$ cat src/hw/rtl/pmct_pkg.sv
package pmct_pkg;

    // Field widths
    localparam int unsigned MIN_W   = 7;
    localparam int unsigned STEN_W  = 3;
    localparam int unsigned SUNIT_W = 4;
    localparam int unsigned SEG_W   = 7;
    localparam int unsigned REQ_W   = 2;

    // Counting constants
    localparam logic [MIN_W-1:0]   LIMIT_CAP   = 7'd99;
    localparam logic [MIN_W-1:0]   MAX_MIN_RST = 7'd60;
    localparam logic [STEN_W-1:0]  SEC_TENS_TOP  = 3'd5;
    localparam logic [SUNIT_W-1:0] SEC_UNITS_TOP = 4'd9;

    // Request codes
    typedef enum logic [REQ_W-1:0] {
        REQ_TICK  = 2'd0,
        REQ_UP    = 2'd1,
        REQ_DOWN  = 2'd2,
        REQ_START = 2'd3
    } t_req;

    typedef logic [SEG_W-1:0] t_seg;

    // Common-cathode segment codes, bit 6 = g ... bit 0 = a
    function automatic t_seg seg_of(input logic [3:0] d);
        t_seg s;
        case (d)
            4'd0: s = 7'h3F;
            4'd1: s = 7'h06;
            4'd2: s = 7'h5B;
            4'd3: s = 7'h4F;
            4'd4: s = 7'h66;
            4'd5: s = 7'h6D;
            4'd6: s = 7'h7D;
            4'd7: s = 7'h07;
            4'd8: s = 7'h7F;
            default: s = 7'h6F;
        endcase
        return s;
    endfunction

endpackage

$ cat src/hw/rtl/pmct_in_if.sv
interface pmct_in_if;
    logic                       valid;
    logic                       ready;
    logic [pmct_pkg::REQ_W-1:0] req_type;
    logic                       hold;

    modport source (output valid, output req_type, output hold, input ready);
    modport sink   (input valid, input req_type, input hold, output ready);
endinterface

$ cat src/hw/rtl/pmct_out_if.sv
interface pmct_out_if;
    logic               valid;
    logic               ready;
    pmct_pkg::t_seg     seg_min_tens;
    pmct_pkg::t_seg     seg_min_units;
    pmct_pkg::t_seg     seg_sec_tens;
    pmct_pkg::t_seg     seg_sec_units;
    logic               running;

    modport source (output valid, output seg_min_tens, output seg_min_units,
                    output seg_sec_tens, output seg_sec_units, output running,
                    input ready);
    modport sink   (input valid, input seg_min_tens, input seg_min_units,
                    input seg_sec_tens, input seg_sec_units, input running,
                    output ready);
endinterface

$ cat src/hw/rtl/pmct_cfg_if.sv
interface pmct_cfg_if;
    logic                       valid;
    logic                       ready;
    logic [pmct_pkg::MIN_W-1:0] max_minutes;

    modport source (output valid, output max_minutes, input ready);
    modport sink   (input valid, input max_minutes, output ready);
endinterface

$ cat src/hw/rtl/preset_minute_countdown_timer_unit.sv
// Channel   Dir  Handshake      Payload
// i_in      in   valid/ready    req_type[1:0], hold
// o_out     out  valid/ready    seg_min_tens, seg_min_units, seg_sec_tens,
//                               seg_sec_units (7b each), running
// i_cfg     in   valid/ready    max_minutes[6:0]
//
// One request per cycle: the timer state and the display register both load
// at the accept edge, so the result is offered from the next cycle on.
// The output register drains and refills in the same cycle, so a stall only
// blocks input while a result is held and o_out.ready is low.
// Synchronous active-low reset: idle, 00:00, limit 60. Config is always ready.
module preset_minute_countdown_timer_unit (
    input  logic              i_clk,
    input  logic              i_rst_n,
    pmct_in_if.sink           i_in,
    pmct_out_if.source        o_out,
    pmct_cfg_if.sink          i_cfg
);

    logic [pmct_pkg::MIN_W-1:0]   r_max_min;
    logic [pmct_pkg::MIN_W-1:0]   r_min,   n_min;
    logic [pmct_pkg::STEN_W-1:0]  r_stens, n_stens;
    logic [pmct_pkg::SUNIT_W-1:0] r_sunit, n_sunit;
    logic                         r_act,   n_act;

    logic                         r_out_vld;
    pmct_pkg::t_seg               r_seg_mt, r_seg_mu, r_seg_st, r_seg_su;
    logic                         r_run;

    logic                         accept;
    logic [pmct_pkg::MIN_W-1:0]   lim;
    logic [pmct_pkg::MIN_W-1:0]   min_base;
    logic [14:0]                  prod;
    logic [3:0]                   min_tens;
    logic [3:0]                   min_units;
    logic [7:0]                   tens_x10;

    assign i_cfg.ready = 1'b1;
    assign i_in.ready  = !r_out_vld || o_out.ready;
    assign accept      = i_in.valid && i_in.ready;

    // Limit saturates at 99
    assign lim      = (r_max_min > pmct_pkg::LIMIT_CAP) ? pmct_pkg::LIMIT_CAP : r_max_min;
    assign min_base = (r_min > lim) ? '0 : r_min;

    // Next timer state
    always_comb begin
        n_min   = r_min;
        n_stens = r_stens;
        n_sunit = r_sunit;
        n_act   = r_act;
        if (!r_act) begin
            n_min = min_base;
            case (pmct_pkg::t_req'(i_in.req_type))
                pmct_pkg::REQ_UP: begin
                    n_min = (min_base >= lim) ? '0 : min_base + 7'd1;
                end
                pmct_pkg::REQ_DOWN: begin
                    if (min_base != '0) n_min = min_base - 7'd1;
                end
                pmct_pkg::REQ_START: begin
                    if (min_base != '0) begin
                        n_min   = min_base - 7'd1;
                        n_act   = 1'b1;
                    end
                end
                default: begin
                end
            endcase
            n_stens = n_act ? pmct_pkg::SEC_TENS_TOP  : '0;
            n_sunit = n_act ? pmct_pkg::SEC_UNITS_TOP : '0;
        end else if ((pmct_pkg::t_req'(i_in.req_type) == pmct_pkg::REQ_TICK) && !i_in.hold) begin
            if (r_sunit != '0) begin
                n_sunit = r_sunit - 4'd1;
            end else if (r_stens != '0) begin
                n_stens = r_stens - 3'd1;
                n_sunit = pmct_pkg::SEC_UNITS_TOP;
            end else if (r_min != '0) begin
                n_min   = r_min - 7'd1;
                n_stens = pmct_pkg::SEC_TENS_TOP;
                n_sunit = pmct_pkg::SEC_UNITS_TOP;
            end else begin
                n_act   = 1'b0;
                n_min   = '0;
                n_stens = '0;
                n_sunit = '0;
            end
        end
    end

    // Minutes split into digits: x*205 >> 11 is x/10 for x <= 99
    always_comb begin
        prod      = 15'(n_min) * 15'd205;
        min_tens  = prod[14:11];
        tens_x10  = 8'(min_tens) * 8'd10;
        min_units = 4'(8'(n_min) - tens_x10);
    end

    // Config and timer state
    always_ff @(posedge i_clk) begin
        if (!i_rst_n) begin
            r_max_min <= pmct_pkg::MAX_MIN_RST;
            r_min     <= '0;
            r_stens   <= '0;
            r_sunit   <= '0;
            r_act     <= 1'b0;
        end else begin
            if (i_cfg.valid) r_max_min <= i_cfg.max_minutes;
            if (accept) begin
                r_min   <= n_min;
                r_stens <= n_stens;
                r_sunit <= n_sunit;
                r_act   <= n_act;
            end
        end
    end

    // Output register valid
    always_ff @(posedge i_clk) begin
        if (!i_rst_n) begin
            r_out_vld <= 1'b0;
        end else if (accept) begin
            r_out_vld <= 1'b1;
        end else if (o_out.ready) begin
            r_out_vld <= 1'b0;
        end
    end

    // Output payload
    always_ff @(posedge i_clk) begin
        if (accept) begin
            r_seg_mt <= pmct_pkg::seg_of(min_tens);
            r_seg_mu <= pmct_pkg::seg_of(min_units);
            r_seg_st <= pmct_pkg::seg_of({1'b0, n_stens});
            r_seg_su <= pmct_pkg::seg_of(n_sunit);
            r_run    <= n_act;
        end
    end

    assign o_out.valid         = r_out_vld;
    assign o_out.seg_min_tens  = r_seg_mt;
    assign o_out.seg_min_units = r_seg_mu;
    assign o_out.seg_sec_tens  = r_seg_st;
    assign o_out.seg_sec_units = r_seg_su;
    assign o_out.running       = r_run;

endmodule

$ cat src/flat_wrapper.sv
// flat-port wrapper written by rule: the top's interface ports become plain ports
module preset_minute_countdown_timer_unit_flat 
  (i_clk, i_rst_n, i_in_valid, i_in_req_type, i_in_hold, i_in_ready, o_out_valid, o_out_seg_min_tens, o_out_seg_min_units, o_out_seg_sec_tens, o_out_seg_sec_units, o_out_running, o_out_ready, i_cfg_valid, i_cfg_max_minutes, i_cfg_ready);
  pmct_in_if i_in_i ();
  pmct_out_if o_out_i ();
  pmct_cfg_if i_cfg_i ();
  input  logic i_clk;
  input  logic i_rst_n;
  input wire logic [$bits(i_in_i.valid)-1:0] i_in_valid;
  input wire logic [$bits(i_in_i.req_type)-1:0] i_in_req_type;
  input wire logic [$bits(i_in_i.hold)-1:0] i_in_hold;
  output wire logic [$bits(i_in_i.ready)-1:0] i_in_ready;
  output wire logic [$bits(o_out_i.valid)-1:0] o_out_valid;
  output wire logic [$bits(o_out_i.seg_min_tens)-1:0] o_out_seg_min_tens;
  output wire logic [$bits(o_out_i.seg_min_units)-1:0] o_out_seg_min_units;
  output wire logic [$bits(o_out_i.seg_sec_tens)-1:0] o_out_seg_sec_tens;
  output wire logic [$bits(o_out_i.seg_sec_units)-1:0] o_out_seg_sec_units;
  output wire logic [$bits(o_out_i.running)-1:0] o_out_running;
  input wire logic [$bits(o_out_i.ready)-1:0] o_out_ready;
  input wire logic [$bits(i_cfg_i.valid)-1:0] i_cfg_valid;
  input wire logic [$bits(i_cfg_i.max_minutes)-1:0] i_cfg_max_minutes;
  output wire logic [$bits(i_cfg_i.ready)-1:0] i_cfg_ready;
  assign i_in_i.valid = i_in_valid;
  assign i_in_i.req_type = i_in_req_type;
  assign i_in_i.hold = i_in_hold;
  assign i_in_ready = i_in_i.ready;
  assign o_out_valid = o_out_i.valid;
  assign o_out_seg_min_tens = o_out_i.seg_min_tens;
  assign o_out_seg_min_units = o_out_i.seg_min_units;
  assign o_out_seg_sec_tens = o_out_i.seg_sec_tens;
  assign o_out_seg_sec_units = o_out_i.seg_sec_units;
  assign o_out_running = o_out_i.running;
  assign o_out_i.ready = o_out_ready;
  assign i_cfg_i.valid = i_cfg_valid;
  assign i_cfg_i.max_minutes = i_cfg_max_minutes;
  assign i_cfg_ready = i_cfg_i.ready;
  preset_minute_countdown_timer_unit u_core (.i_clk(i_clk), .i_rst_n(i_rst_n), .i_in(i_in_i), .o_out(o_out_i), .i_cfg(i_cfg_i));
endmodule
$ cat config.mk
export PLATFORM = sky130hd
export DESIGN_NAME = preset_minute_countdown_timer_unit_flat
export DESIGN_NICKNAME = d
export VERILOG_FILES = /design/src/hw/rtl/pmct_pkg.sv /design/src/hw/rtl/pmct_in_if.sv /design/src/hw/rtl/pmct_out_if.sv /design/src/hw/rtl/pmct_cfg_if.sv /design/src/hw/rtl/preset_minute_countdown_timer_unit.sv /design/src/flat_wrapper.sv
export SDC_FILE = /design/constraint.sdc
export NUM_CORES = 1
export LEC_CHECK = 0
export ABC_AREA = 1
export BUFFER_PORTS_ARGS = -buffer_cell sky130_fd_sc_hd__buf_2
export CAP_MARGIN = 20
export CELL_PAD_IN_SITES_DETAIL_PLACEMENT = 1
export CELL_PAD_IN_SITES_GLOBAL_PLACEMENT = 1
export CORE_AREA = 3 3 91 137
export DETAILED_ROUTE_END_ITERATION = 10
export DIE_AREA = 0 0 94 140
export HOLD_SLACK_MARGIN = 0.02
export PLACE_DENSITY = 0.84
export SLEW_MARGIN = 10
export SYNTH_ARGS = -nofsm -noshare
export SYNTH_HDL_FRONTEND = slang
export SYNTH_SLANG_ARGS = --single-unit
$ cat constraint.sdc
create_clock -name i_clk -period 7.4 [get_ports i_clk]
set_input_delay 0.37 -clock i_clk [delete_from_list [all_inputs] [get_ports i_clk]]
set_output_delay 0.37 -clock i_clk [all_outputs]
set_load 0.02 [all_outputs]
Word level (Yosys, flattened, before mapping):

Memories as Yosys holds them, arrays and structs flattened. A register that Yosys moved wholly into a read port is not among the register bits.
Index checks and enable logic that the tools add are counted.
Widths: inputs -> output; s select.

* register bits after elaboration: 24
* ROM bits: 392
* bits of input ports: 15
* output and inout bits: 32
* logic and storage cells: 69
* memories kept: 4

* add/sub/neg operators: 6
* multipliers: 2
* $lt $le $gt $ge: 3
* eq/ne operators: 3
* muxes and demuxes: 32
* reduce and logical (&&, ||, !) cells: 12

Memory list
* (name not given): words 16, bits a word 7, rd ports 1, clocked after memory_dff 1, write ports 0, RTL line pmct_pkg.sv:29 `case (d)`
* (name not given): words 16, bits a word 7, rd ports 1, clocked after memory_dff 1, write ports 0, RTL line pmct_pkg.sv:29
* (name not given): words 16, bits a word 7, rd ports 1, clocked after memory_dff 1, write ports 0, RTL line pmct_pkg.sv:29
* (name not given): words 8, bits a word 7, rd ports 1, clocked after memory_dff 1, write ports 0, RTL line pmct_pkg.sv:29

Operator list (number)
* $mux 7: 9
* $mux 4: 6
* $mux 3: 6
* $mul 7x8->15 const B: 1
* $pmux 7 s2: 1
* $reduce_bool 7->1: 2
* $sub 7x1->7 const B: 2
* $mux 1: 10
* $add 7x1->7 const B: 1
* $ge 7x7->1: 1
* $gt 7x7->1: 1
* $gt 7x7->1 const B: 1
* $eq 2x2->1 const B: 2
* $mul 4x3->3 const B: 1
* $reduce_bool 4->1: 1
* $sub 4x1->4 const B: 1
* $sub 4x4->4: 1
* $reduce_bool 3->1: 1
* $sub 3x1->3 const B: 1
* $eq 2x1->1 const B: 1
* $logic_and 1x1->1: 2
* $logic_not 1->1: 2
* $logic_not 2->1: 1
* $reduce_bool 2->1: 1
* 2 further kinds: 2

Longest topological paths before layout:

Gate-level depths: netlist (run 1).

* depth after elaboration: 11
* depth in mapped cells: 48
* depth with buffers taken out: 48

Worst setup path before layout (run 1):

OpenSTA, ideal clock, no wires.

* kind: register to register
* start point: register u_core.r_max_min[3] (netlist name)
* end point: register u_core.r_seg_mu[2], in the netlist u_core.o_out.seg_min_units[2] (data pin)
* setup time: 0.266 ns
* data arrival time: 6.861 ns
* required time: 7.134 ns
* setup slack: 0.273 ns
* stages on the path, launching flop included: 44
* period minus slack after synthesis: 7.127 ns
* cells stage by stage: dfxtp_1 > nor2_1 > a21oi_1 > inv_1 > nand2_1 > ha_1 > nand2_1 > nand2_1 > a21oi_1 > nand2_2 > nand2_4 > inv_2 > nor2_1 > ha_1 > a21oi_1 > o21a_1 > nand2_1 > nor2_1 > [... 8 more ...] > inv_1 > fa_1 > ha_1 > ha_1 > nand2_1 > inv_1 > nand3_1 > inv_1 > nand2_1 > nor2_1 > nor4_1 > o21ai_1 > xor2_1 > fa_1 > xor2_1 > inv_1 > nand3_2 > nand4_1

* word-level cells in the longest chain between the ends: 11

Ends and longest elaborated chain
* start, declared: RTL line preset_minute_countdown_timer_unit.sv:20 `logic [pmct_pkg::MIN_W-1:0] r_max_min;`
* start signal, assigned: RTL line preset_minute_countdown_timer_unit.sv:102 `r_max_min <= pmct_pkg::MAX_MIN_RST;`
* start signal, assigned: RTL line preset_minute_countdown_timer_unit.sv:108 `if (i_cfg.valid) r_max_min <= i_cfg.max_minutes;`
* $gt 7x7->1: RTL line preset_minute_countdown_timer_unit.sv:43 `assign lim = (r_max_min > pmct_pkg::LIMIT_CAP) ? pmct_pkg::LIMIT_CAP : r_max_min;`
* $mux 7 (*): RTL line preset_minute_countdown_timer_unit.sv:43
* $gt 7x7->1: RTL line preset_minute_countdown_timer_unit.sv:44 `assign min_base = (r_min > lim) ? '0 : r_min;`
* $mux 7: RTL line preset_minute_countdown_timer_unit.sv:44
* $sub 7x1->7, or another cell as far along: RTL line preset_minute_countdown_timer_unit.sv:59, preset_minute_countdown_timer_unit.sv:63
* $mux 7 (on tied branches): RTL line preset_minute_countdown_timer_unit.sv:59, preset_minute_countdown_timer_unit.sv:62, preset_minute_countdown_timer_unit.sv:56
* $pmux 7 s2 (*): RTL line preset_minute_countdown_timer_unit.sv:54 `case (pmct_pkg::t_req'(i_in.req_type))`
* $mux 7 (*): RTL line preset_minute_countdown_timer_unit.sv:52 `if (!r_act) begin`
* via u_core.n_min, one bit: RTL line preset_minute_countdown_timer_unit.sv:21 `logic [pmct_pkg::MIN_W-1:0] r_min, n_min;`
* $mul 7x8->15 (*): RTL line preset_minute_countdown_timer_unit.sv:93 `prod = 15'(n_min) * 15'd205;`
* $mul 4x3->3 (*): RTL line preset_minute_countdown_timer_unit.sv:95 `tens_x10 = 8'(min_tens) * 8'd10;`
* $sub 4x4->4 (*): RTL line preset_minute_countdown_timer_unit.sv:96 `min_units = 4'(8'(n_min) - tens_x10);`
* end, declared: RTL line preset_minute_countdown_timer_unit.sv:27 `pmct_pkg::t_seg r_seg_mt, r_seg_mu, r_seg_st, r_seg_su;`

Mark *: on every way through the listed nets, which the timed path passes. The rest lies on a longest branch.
A chain may end at the register's enable or synchronous reset.

Final worst setup path (run 1):

* start point: register u_core.r_max_min[4] (netlist name)
* end point: register u_core.r_seg_mu[5], in the netlist u_core.o_out.seg_min_units[5] (data pin)

Same word-level chain as after synthesis.

==> results by group, run 1 <==
Outcome
  • Outcome: finished, final reports clean

Cells and area
  • Area Growth Syn to Fin: 25.0%
  • ANT cells: 0
  • Final Cell Area: 0.00579 sq mm
  • Final #Nets: 749
  • Fillers: 1361
  • Share of cells above drive strength 1: 0.304

STA
  • Period utilization: 0.974
  • Worst Clk Skew: 0.0101 ns
  • Final worst setup slack: 0.195 ns
  • Worst hold slack: 0.295 ns
  • Final hold vios: 0
  • Fmax: 0.139 GHz
  • Setup TNS: 0 ns
  • Min Tclk post-route: 7.20 ns
  • Final setup fails: 0
  • Worst slew margin: 0.546
  • Worst-margin pin slew: 0.673 ns
  • Fin. max-slew vios: 0

CTS
  • Clk pin slew, worst setup/hold paths: 0.08 ns
  • CTS tree: done
  • Clk_lat worst skew: 0.30 ns
  • Sink Count: 52
  • Root Buffer: clkbuf_16
  • Number of H-tree levels: 2
  • Clock Tree Buf Depth: 2
  • Number of hold buffers added after CTS: 0
  • Clock buffer count from CTS: 5

Critical path
  • CP max-delay cell: fa_2
  • WS Path Type: reg2reg
  • WP buf/inv: 6
  • Most frequent CP cell: nand2_1
  • Worst Setup Start Kind: register
  • Max stage delay on crit path: 0.64 ns
  • Worst Setup End Kind: register
  • Crit-path max FO: 7
  • Top Family by Delay on Critical Path: adder cells
  • Critical Path AT: 7.24 ns
  • Worst EP required: 7.43 ns

Job
  • MaxCap Viol Count: 0

Floorplanning
  • Die H: 140 microns
  • Rows: 48
  • # IOs: 47
  • Core area: 0.0114 sq mm
  • Die Area: 0.0132 sq mm
  • Starting density of the core: 0.406
  • Die width: 94 microns

Drt
  • Routed vias/inst: 5.39
  • Final WL: 14300 microns
  • Drt first pass iters: 4
  • Post-route ant nets: 0
  • Vias: 4338
  • Remaining DRCs: 0
  • DR WL/cell: 17.7 microns
  • DRT iter0 DRCs: 179

Placed design
  • DP HPWL: 11100 microns
  • I/O Buffers: 45
  • RD Place Congestion: 0.929
  • Area after DPL: 0.00513 sq mm
  • Place WS: -0.259 ns

Pwr
  • Pwr dens: 475 mW/mm^2
  • LEAKAGE: 2.68 nW
  • Worst VDD drop: 0.000370 V

GRT
  • Total gr overflow: 0
  • Largest net degree at the start of global routing: 42
  • First-pass GRT wire length: 21800 microns
  • Vias in the first global route: 4620
  • Global Route Usage Sum: 0.208
  • Initial antenna violation count: 0

Synth
  • Mapped Cells: 580
  • Sequential cell area fraction in the yosys report: 0.287
  • Synth Flop Type: edfxtp_1
  • Post-synth EDFFs: 29
  • Synth Cell Area: 0.00463 sq mm
  • Synth Register Bits: 52
  • Post-Syn Area per Cell: 7.99 sq um
  • Post-Syn Nets: 675
  • Warnings, synthesis: 0
  • Yosys cell types: 47
  • Ys async rst share: 0

Worst hold path
  • Min-delay worst type: in2reg
-- flip-flops by register name, indices dropped and copies added, names as in the netlist --
name                        cells
u_core.r_act                    1
u_core.o_out.seg_sec_units      7
u_core.r_max_min                7
u_core.o_out.seg_sec_tens       7
u_core.r_min                    7
u_core.r_stens                  3
u_core.o_out.seg_min_units      7
u_core.r_sunit                  4
u_core.o_out.running            1
u_core.o_out.seg_min_tens       7
u_core.o_out.valid              1
-- Yosys cell counts (all sizes together), types with 3 or more instances --
cell type | n | area share
a21oi | 44 | 0.052
a31oi | 3 | 0.0054
clkbuf | 6 | 0.0049
clkinv | 4 | 0.0035
dfxtp | 23 | 0.099
edfxtp | 29 | 0.19
fa | 9 | 0.039
ha | 71 | 0.19
inv | 97 | 0.079
nand2 | 117 | 0.11
nand3 | 33 | 0.046
nand4 | 12 | 0.018
nor2 | 40 | 0.040
nor3 | 4 | 0.0065
o211ai | 9 | 0.015
o21ai | 50 | 0.054
or2 | 7 | 0.0095
xnor2 | 3 | 0.0073
xor2 | 5 | 0.0095
-- cell usage in the layout, fill, tap and decap left out, types with 3 or more instances in the layout --
cell        n
o211ai_1    9
clkbuf_16   5
nand2_1    93
inv_2      12
a21oi_1    32
nand3_1    25
inv_1      83
nand2_4     3
o21ai_1     9
buf_4      30
nand4_1    11
ha_4       17
or2_2       6
o21ai_0    40
a21oi_2    10
xor2_1      4
dfxtp_1    18
buf_2      45
nor2_4     10
nor2_1     27
dfxtp_2     4
clkinv_1    3
edfxtp_1   29
nand3_2     6
fa_1        4
ha_1       53
fa_2        5
nand2_2    20
-- layer usage --
metal  global-route usage  share of wire  vias to the layer above  wire, microns
met4               0.0974          0.049                        0            701
met5                    0              0                        -              0
li1                     -              -                     2081              -
met3               0.0156          0.022                       46            308
met2                0.428           0.59                      100           8450
met1                0.197           0.34                     2111           4800
-- report_power, final --
part           internal [mW]  switching, mW
Sequential             0.438         0.0244
Combinational          0.838           1.22
Clock                  0.126          0.111
-- logic make-up after synthesis --
| logic type | after synthesis | share of synthesized area |
|---|---|---|
| compound gates | 114 | 0.140 |
| xor+xnor | 8 | 0.0167 |
| fa+ha+maj | 80 | 0.231 |
| buf+inv | 109 | 0.0916 |
| flops | 52 | 0.287 |
| other cells | 1 | 0.000810 |
| simple gates | 216 | 0.233 |
-- worst paths after layout --
path | cells after the start | endpoint | startpoint | slack [ns]
worst max register to register | 40 | u_core.o_out.seg_min_units[5] | u_core.r_max_min[4] | 0.20
worst min-delay path | 3 | u_core.r_max_min[0] | i_cfg_max_minutes[0] | 0.30
worst min register to register | 2 | u_core.r_max_min[0] | u_core.r_max_min[0] | 0.50
worst max-delay path | 40 | u_core.o_out.seg_min_units[5] | u_core.r_max_min[4] | 0.20
-- stage by stage --
| stage | instances | total power, mW | utilization |
|---|---|---|---|
| 2_1_floorplan | 580 | 1.69 | - |
| 6_report | 805 | 2.75 | 0.508 |
| 4_1_cts | 793 | 2.45 | 0.468 |
| 3_5_place_dp | 784 | 2.17 | 0.450 |
| 5_1_grt | 805 | 3.01 | 0.508 |
| 3_3_place_gp | 784 | 2.03 | 0.450 |
-- layout make-up --
| cell class | count | area [sq um] | area share |
|---|---|---|---|
| Inverter | 101 | 395 | 0.0683 |
| Sequential cell | 52 | 1340 | 0.231 |
| Clock buffer | 5 | 125 | 0.0216 |
| Tap cell | 150 | 188 | 0.0324 |
| Timing Repair Buffer | 75 | 450 | 0.0778 |
| Multi-Input combinational cell | 419 | 3270 | 0.565 |
| Clock inverter | 3 | 21.3 | 0.00367 |
-- worst reg2reg max path, delay by kind of cell (launching register included) --
family	cells	cell delay, ns
buffers and inverters	6	0.57
adders and majority gates	8	2.94
xor gates and xnor gates	1	0.22
DFF	1	0.38
and+or+nand+nor	20	2.05
AOI/OAI and AO/OA	5	0.80
-- repair_timing --
action	CTS	global route
resized for setup	15	73
pin swaps	4	21
buffers inserted	1	12
setup endpoints to repair	7	14
hold endpoints to repair	0	0
(Power assumes the default switching activity.)
==> inputs of run 2 (changes only) <==
--- a/config.mk
+++ b/config.mk
@@ -15,6 +15,7 @@
 export DIE_AREA = 0 0 94 140
 export HOLD_SLACK_MARGIN = 0.02
 export PLACE_DENSITY = 0.84
+export REMOVE_ABC_BUFFERS = 1
 export SLEW_MARGIN = 10
 export SYNTH_ARGS = -nofsm -noshare
 export SYNTH_HDL_FRONTEND = slang
==> results by group, run 2 (synthesis gave the netlist of run 1 again) <==
GRT
  • Total gr overflow: 0 (unchanged)
  • Largest net degree at the start of global routing: 50 (was 42)
  • Global Route Usage Sum: 0.211 (was 0.208)
  • Vias in the first global route: 4774 (was 4620)
  • Initial antenna violation count: 0 (unchanged)
  • First-pass GRT wire length: 22200 microns (was 21800 microns)

Cells and area
  • Area Growth Syn to Fin: 21.4% (was 25.0%)
  • Commonest non-fill, non-tap cell in the layout: nand2_1 (unchanged)
  • Fillers: 1386 (was 1361)
  • Share of cells above drive strength 1: 0.274 (was 0.304)
  • Final #Nets: 748 (was 749)
  • Most frequent cells in the layout: nand2_1 (96), inv_1 (87), ha_1 (61), buf_2 (45), o21ai_0 (41) (was nand2_1 (93), inv_1 (83), ha_1 (53), buf_2 (45), o21ai_0 (40))
  • Count of non-filler cells in the finished layout: 804 (was 805)
  • ANT cells: 0 (unchanged)
  • Post-layout util: 0.493 (was 0.508)
  • Area occupied by multi-input gates: 0.00312 sq mm (was 0.00327 sq mm)
  • Register area: 0.00134 sq mm (about the same)

CTS
  • Root Buffer: clkbuf_16 (unchanged)
  • CTS tree: done (unchanged)
  • Number of H-tree levels: 2 (unchanged)
  • Sink Count: 52 (unchanged)
  • Clk_lat worst skew: 0.30 ns (about the same)
  • Number of hold buffers added after CTS: 0 (unchanged)
  • Clock Tree Buf Depth: 2 (unchanged)
  • Clk pin slew, worst setup/hold paths: 0.08 ns (about the same)
  • Clock buffer count from CTS: 5 (unchanged)

Floorplanning
  • Die Area: 0.0132 sq mm (unchanged)
  • Starting density of the core: 0.406 (unchanged)
  • Die width: 94 microns (unchanged)
  • Core area: 0.0114 sq mm (unchanged)
  • # IOs: 47 (unchanged)
  • Rows: 48 (unchanged)
  • Die H: 140 microns (unchanged)

Critical path
  • Worst Setup Start Kind: register (unchanged)
  • CP max-delay cell: fa_2 (unchanged)
  • R2R depth: 43 (was 40)
  • Worst Setup End Kind: register (unchanged)
  • Worst EP required: 7.57 ns (was 7.43 ns)
  • FF-to-FF End: u_core.o_out.seg_min_units[0] (was u_core.o_out.seg_min_units[5])
  • WS Path Type: reg2reg (unchanged)
  • Worst reg2reg startpoint: u_core.r_max_min[3] (was u_core.r_max_min[4])
  • Critical Path AT: 7.31 ns (was 7.24 ns)
  • CP startpoint: u_core.r_max_min[3] (was u_core.r_max_min[4])
  • Max stage delay on crit path: 0.54 ns (was 0.64 ns)
  • R2R Setup Slk: 0.27 ns (was 0.20 ns)
  • Crit path to: u_core.o_out.seg_min_units[0] (was u_core.o_out.seg_min_units[5])
  • Crit-path max FO: 8 (was 7)
  • Most frequent CP cell: nand2_1 (unchanged)

Drt
  • Post-route ant nets: 0 (unchanged)
  • Remaining DRCs: 0 (unchanged)
  • Vias: 4322 (was 4338)
  • Routed vias/inst: 5.38 (was 5.39)
  • Final WL: 14500 microns (was 14300 microns)
  • Drt first pass iters: 5 (was 4)
  • DRT iter0 DRCs: 155 (was 179)
  • DR WL/cell: 18.0 microns (was 17.7 microns)

STA
  • Fmax: 0.140 GHz (was 0.139 GHz)
  • Final setup fails: 0 (unchanged)
  • Final hold vios: 0 (unchanged)
  • Worst slew margin: 0.574 (was 0.546)
  • Fin. max-slew vios: 0 (unchanged)
  • Worst-margin pin slew: 0.638 ns (was 0.673 ns)
  • Min Tclk post-route: 7.13 ns (was 7.20 ns)
  • Worst Clk Skew: 0.00782 ns (was 0.0101 ns)
  • Period utilization: 0.964 (was 0.974)
  • Final worst setup slack: 0.266 ns (was 0.195 ns)

Placed design
  • Post-Place Cells: 784 (unchanged)
  • Place WS: -0.338 ns (was -0.259 ns)
  • RD Place Congestion: 0.959 (was 0.929)
  • I/O Buffers: 45 (unchanged)
  • DP HPWL: 10900 microns (was 11100 microns)

Pwr
  • Power Total: 2.70 mW (was 2.75 mW)
  • Worst VDD drop: 0.000430 V (was 0.000370 V)
  • LEAKAGE: 2.69 nW (was 2.68 nW)
  • Pwr dens: 481 mW/mm^2 (was 475 mW/mm^2)

Outcome
  • Outcome: finished, final reports clean (unchanged)

Worst hold path
  • Hold Path Stages: 3 (unchanged)
  • Min-delay worst type: in2reg (unchanged)

Job
  • MaxCap Viol Count: 0 (unchanged)
==> run 2: cell count changes in the layout (fill, tap and decap cells not counted), sizes merged <==
cell    before  now
inv         97   98
buf         75   74
clkinv       6    5
==> run 2: worst min path at each step <==
stage / from / endpoint
after floorplan: u_core.r_max_min[3] / u_core.r_max_min[3]
after global placement: u_core.r_max_min[4] / u_core.r_max_min[4]
after detailed placement: u_core.r_max_min[4] / u_core.r_max_min[4]
after CTS: i_cfg_max_minutes[3] / u_core.r_max_min[3]
after global routing: i_cfg_max_minutes[3] / u_core.r_max_min[3]
final: i_cfg_max_minutes[5] / u_core.r_max_min[5]
==> run 2: critical path: cells and delay by family, from the launching register on <==
kind | cells | cell delay (ns)
fa+ha+maj | 9 | 2.91
simple gates | 18 | 1.81
compound gates | 10 | 1.37
buf+inv | 6 | 0.55
flops | 1 | 0.36
==> run 2: per-stage QoR <==
stage,cell area (sq um),hold slack [ns],setup TNS [ns]
6_report,5630,0.291,0
2_1_floorplan,4590,0.452,0
3_5_place_dp,5130,0.502,-1.93
5_1_grt,5630,0.313,-0.670
4_1_cts,5370,0.292,0
3_3_place_gp,5130,0.478,0
==> run 2: routing by layer <==
| metal | GRT usage | vias up | share of wire |
|---|---|---|---|
| met1 | 0.202 | 2108 | 0.35 |
| li1 | - | 2069 | - |
| met4 | 0.126 | 0 | 0.059 |
| met2 | 0.418 | 97 | 0.57 |
| met3 | 0.0183 | 48 | 0.019 |
| met5 | 0 | - | 0 |
==> run 2: what timing repair did <==
action | in CTS | in global routing
pin swaps | 7 | 15
buffers inserted | 6 | 6
gates resized for setup | 17 | 41
endpoints found under the hold margin | 0 | 0
setup endpoints to repair | 7 | 14
==> run 2: cell type report <==
class | count | share of cell area
Multi-Input combinational cell | 419 | 0.555
Sequential cell | 52 | 0.238
Timing Repair Buffer | 74 | 0.0787
Inverter | 101 | 0.0690
Tap cell | 150 | 0.0334
Clock buffer | 5 | 0.0222
Clock inverter | 3 | 0.00378
==> run 2: power by group <==
group          switching (mW)  internal (mW)  leakage [nW]
clock network           0.118          0.127        0.0702
registers              0.0232          0.438         0.448
logic                    1.21          0.785          2.17
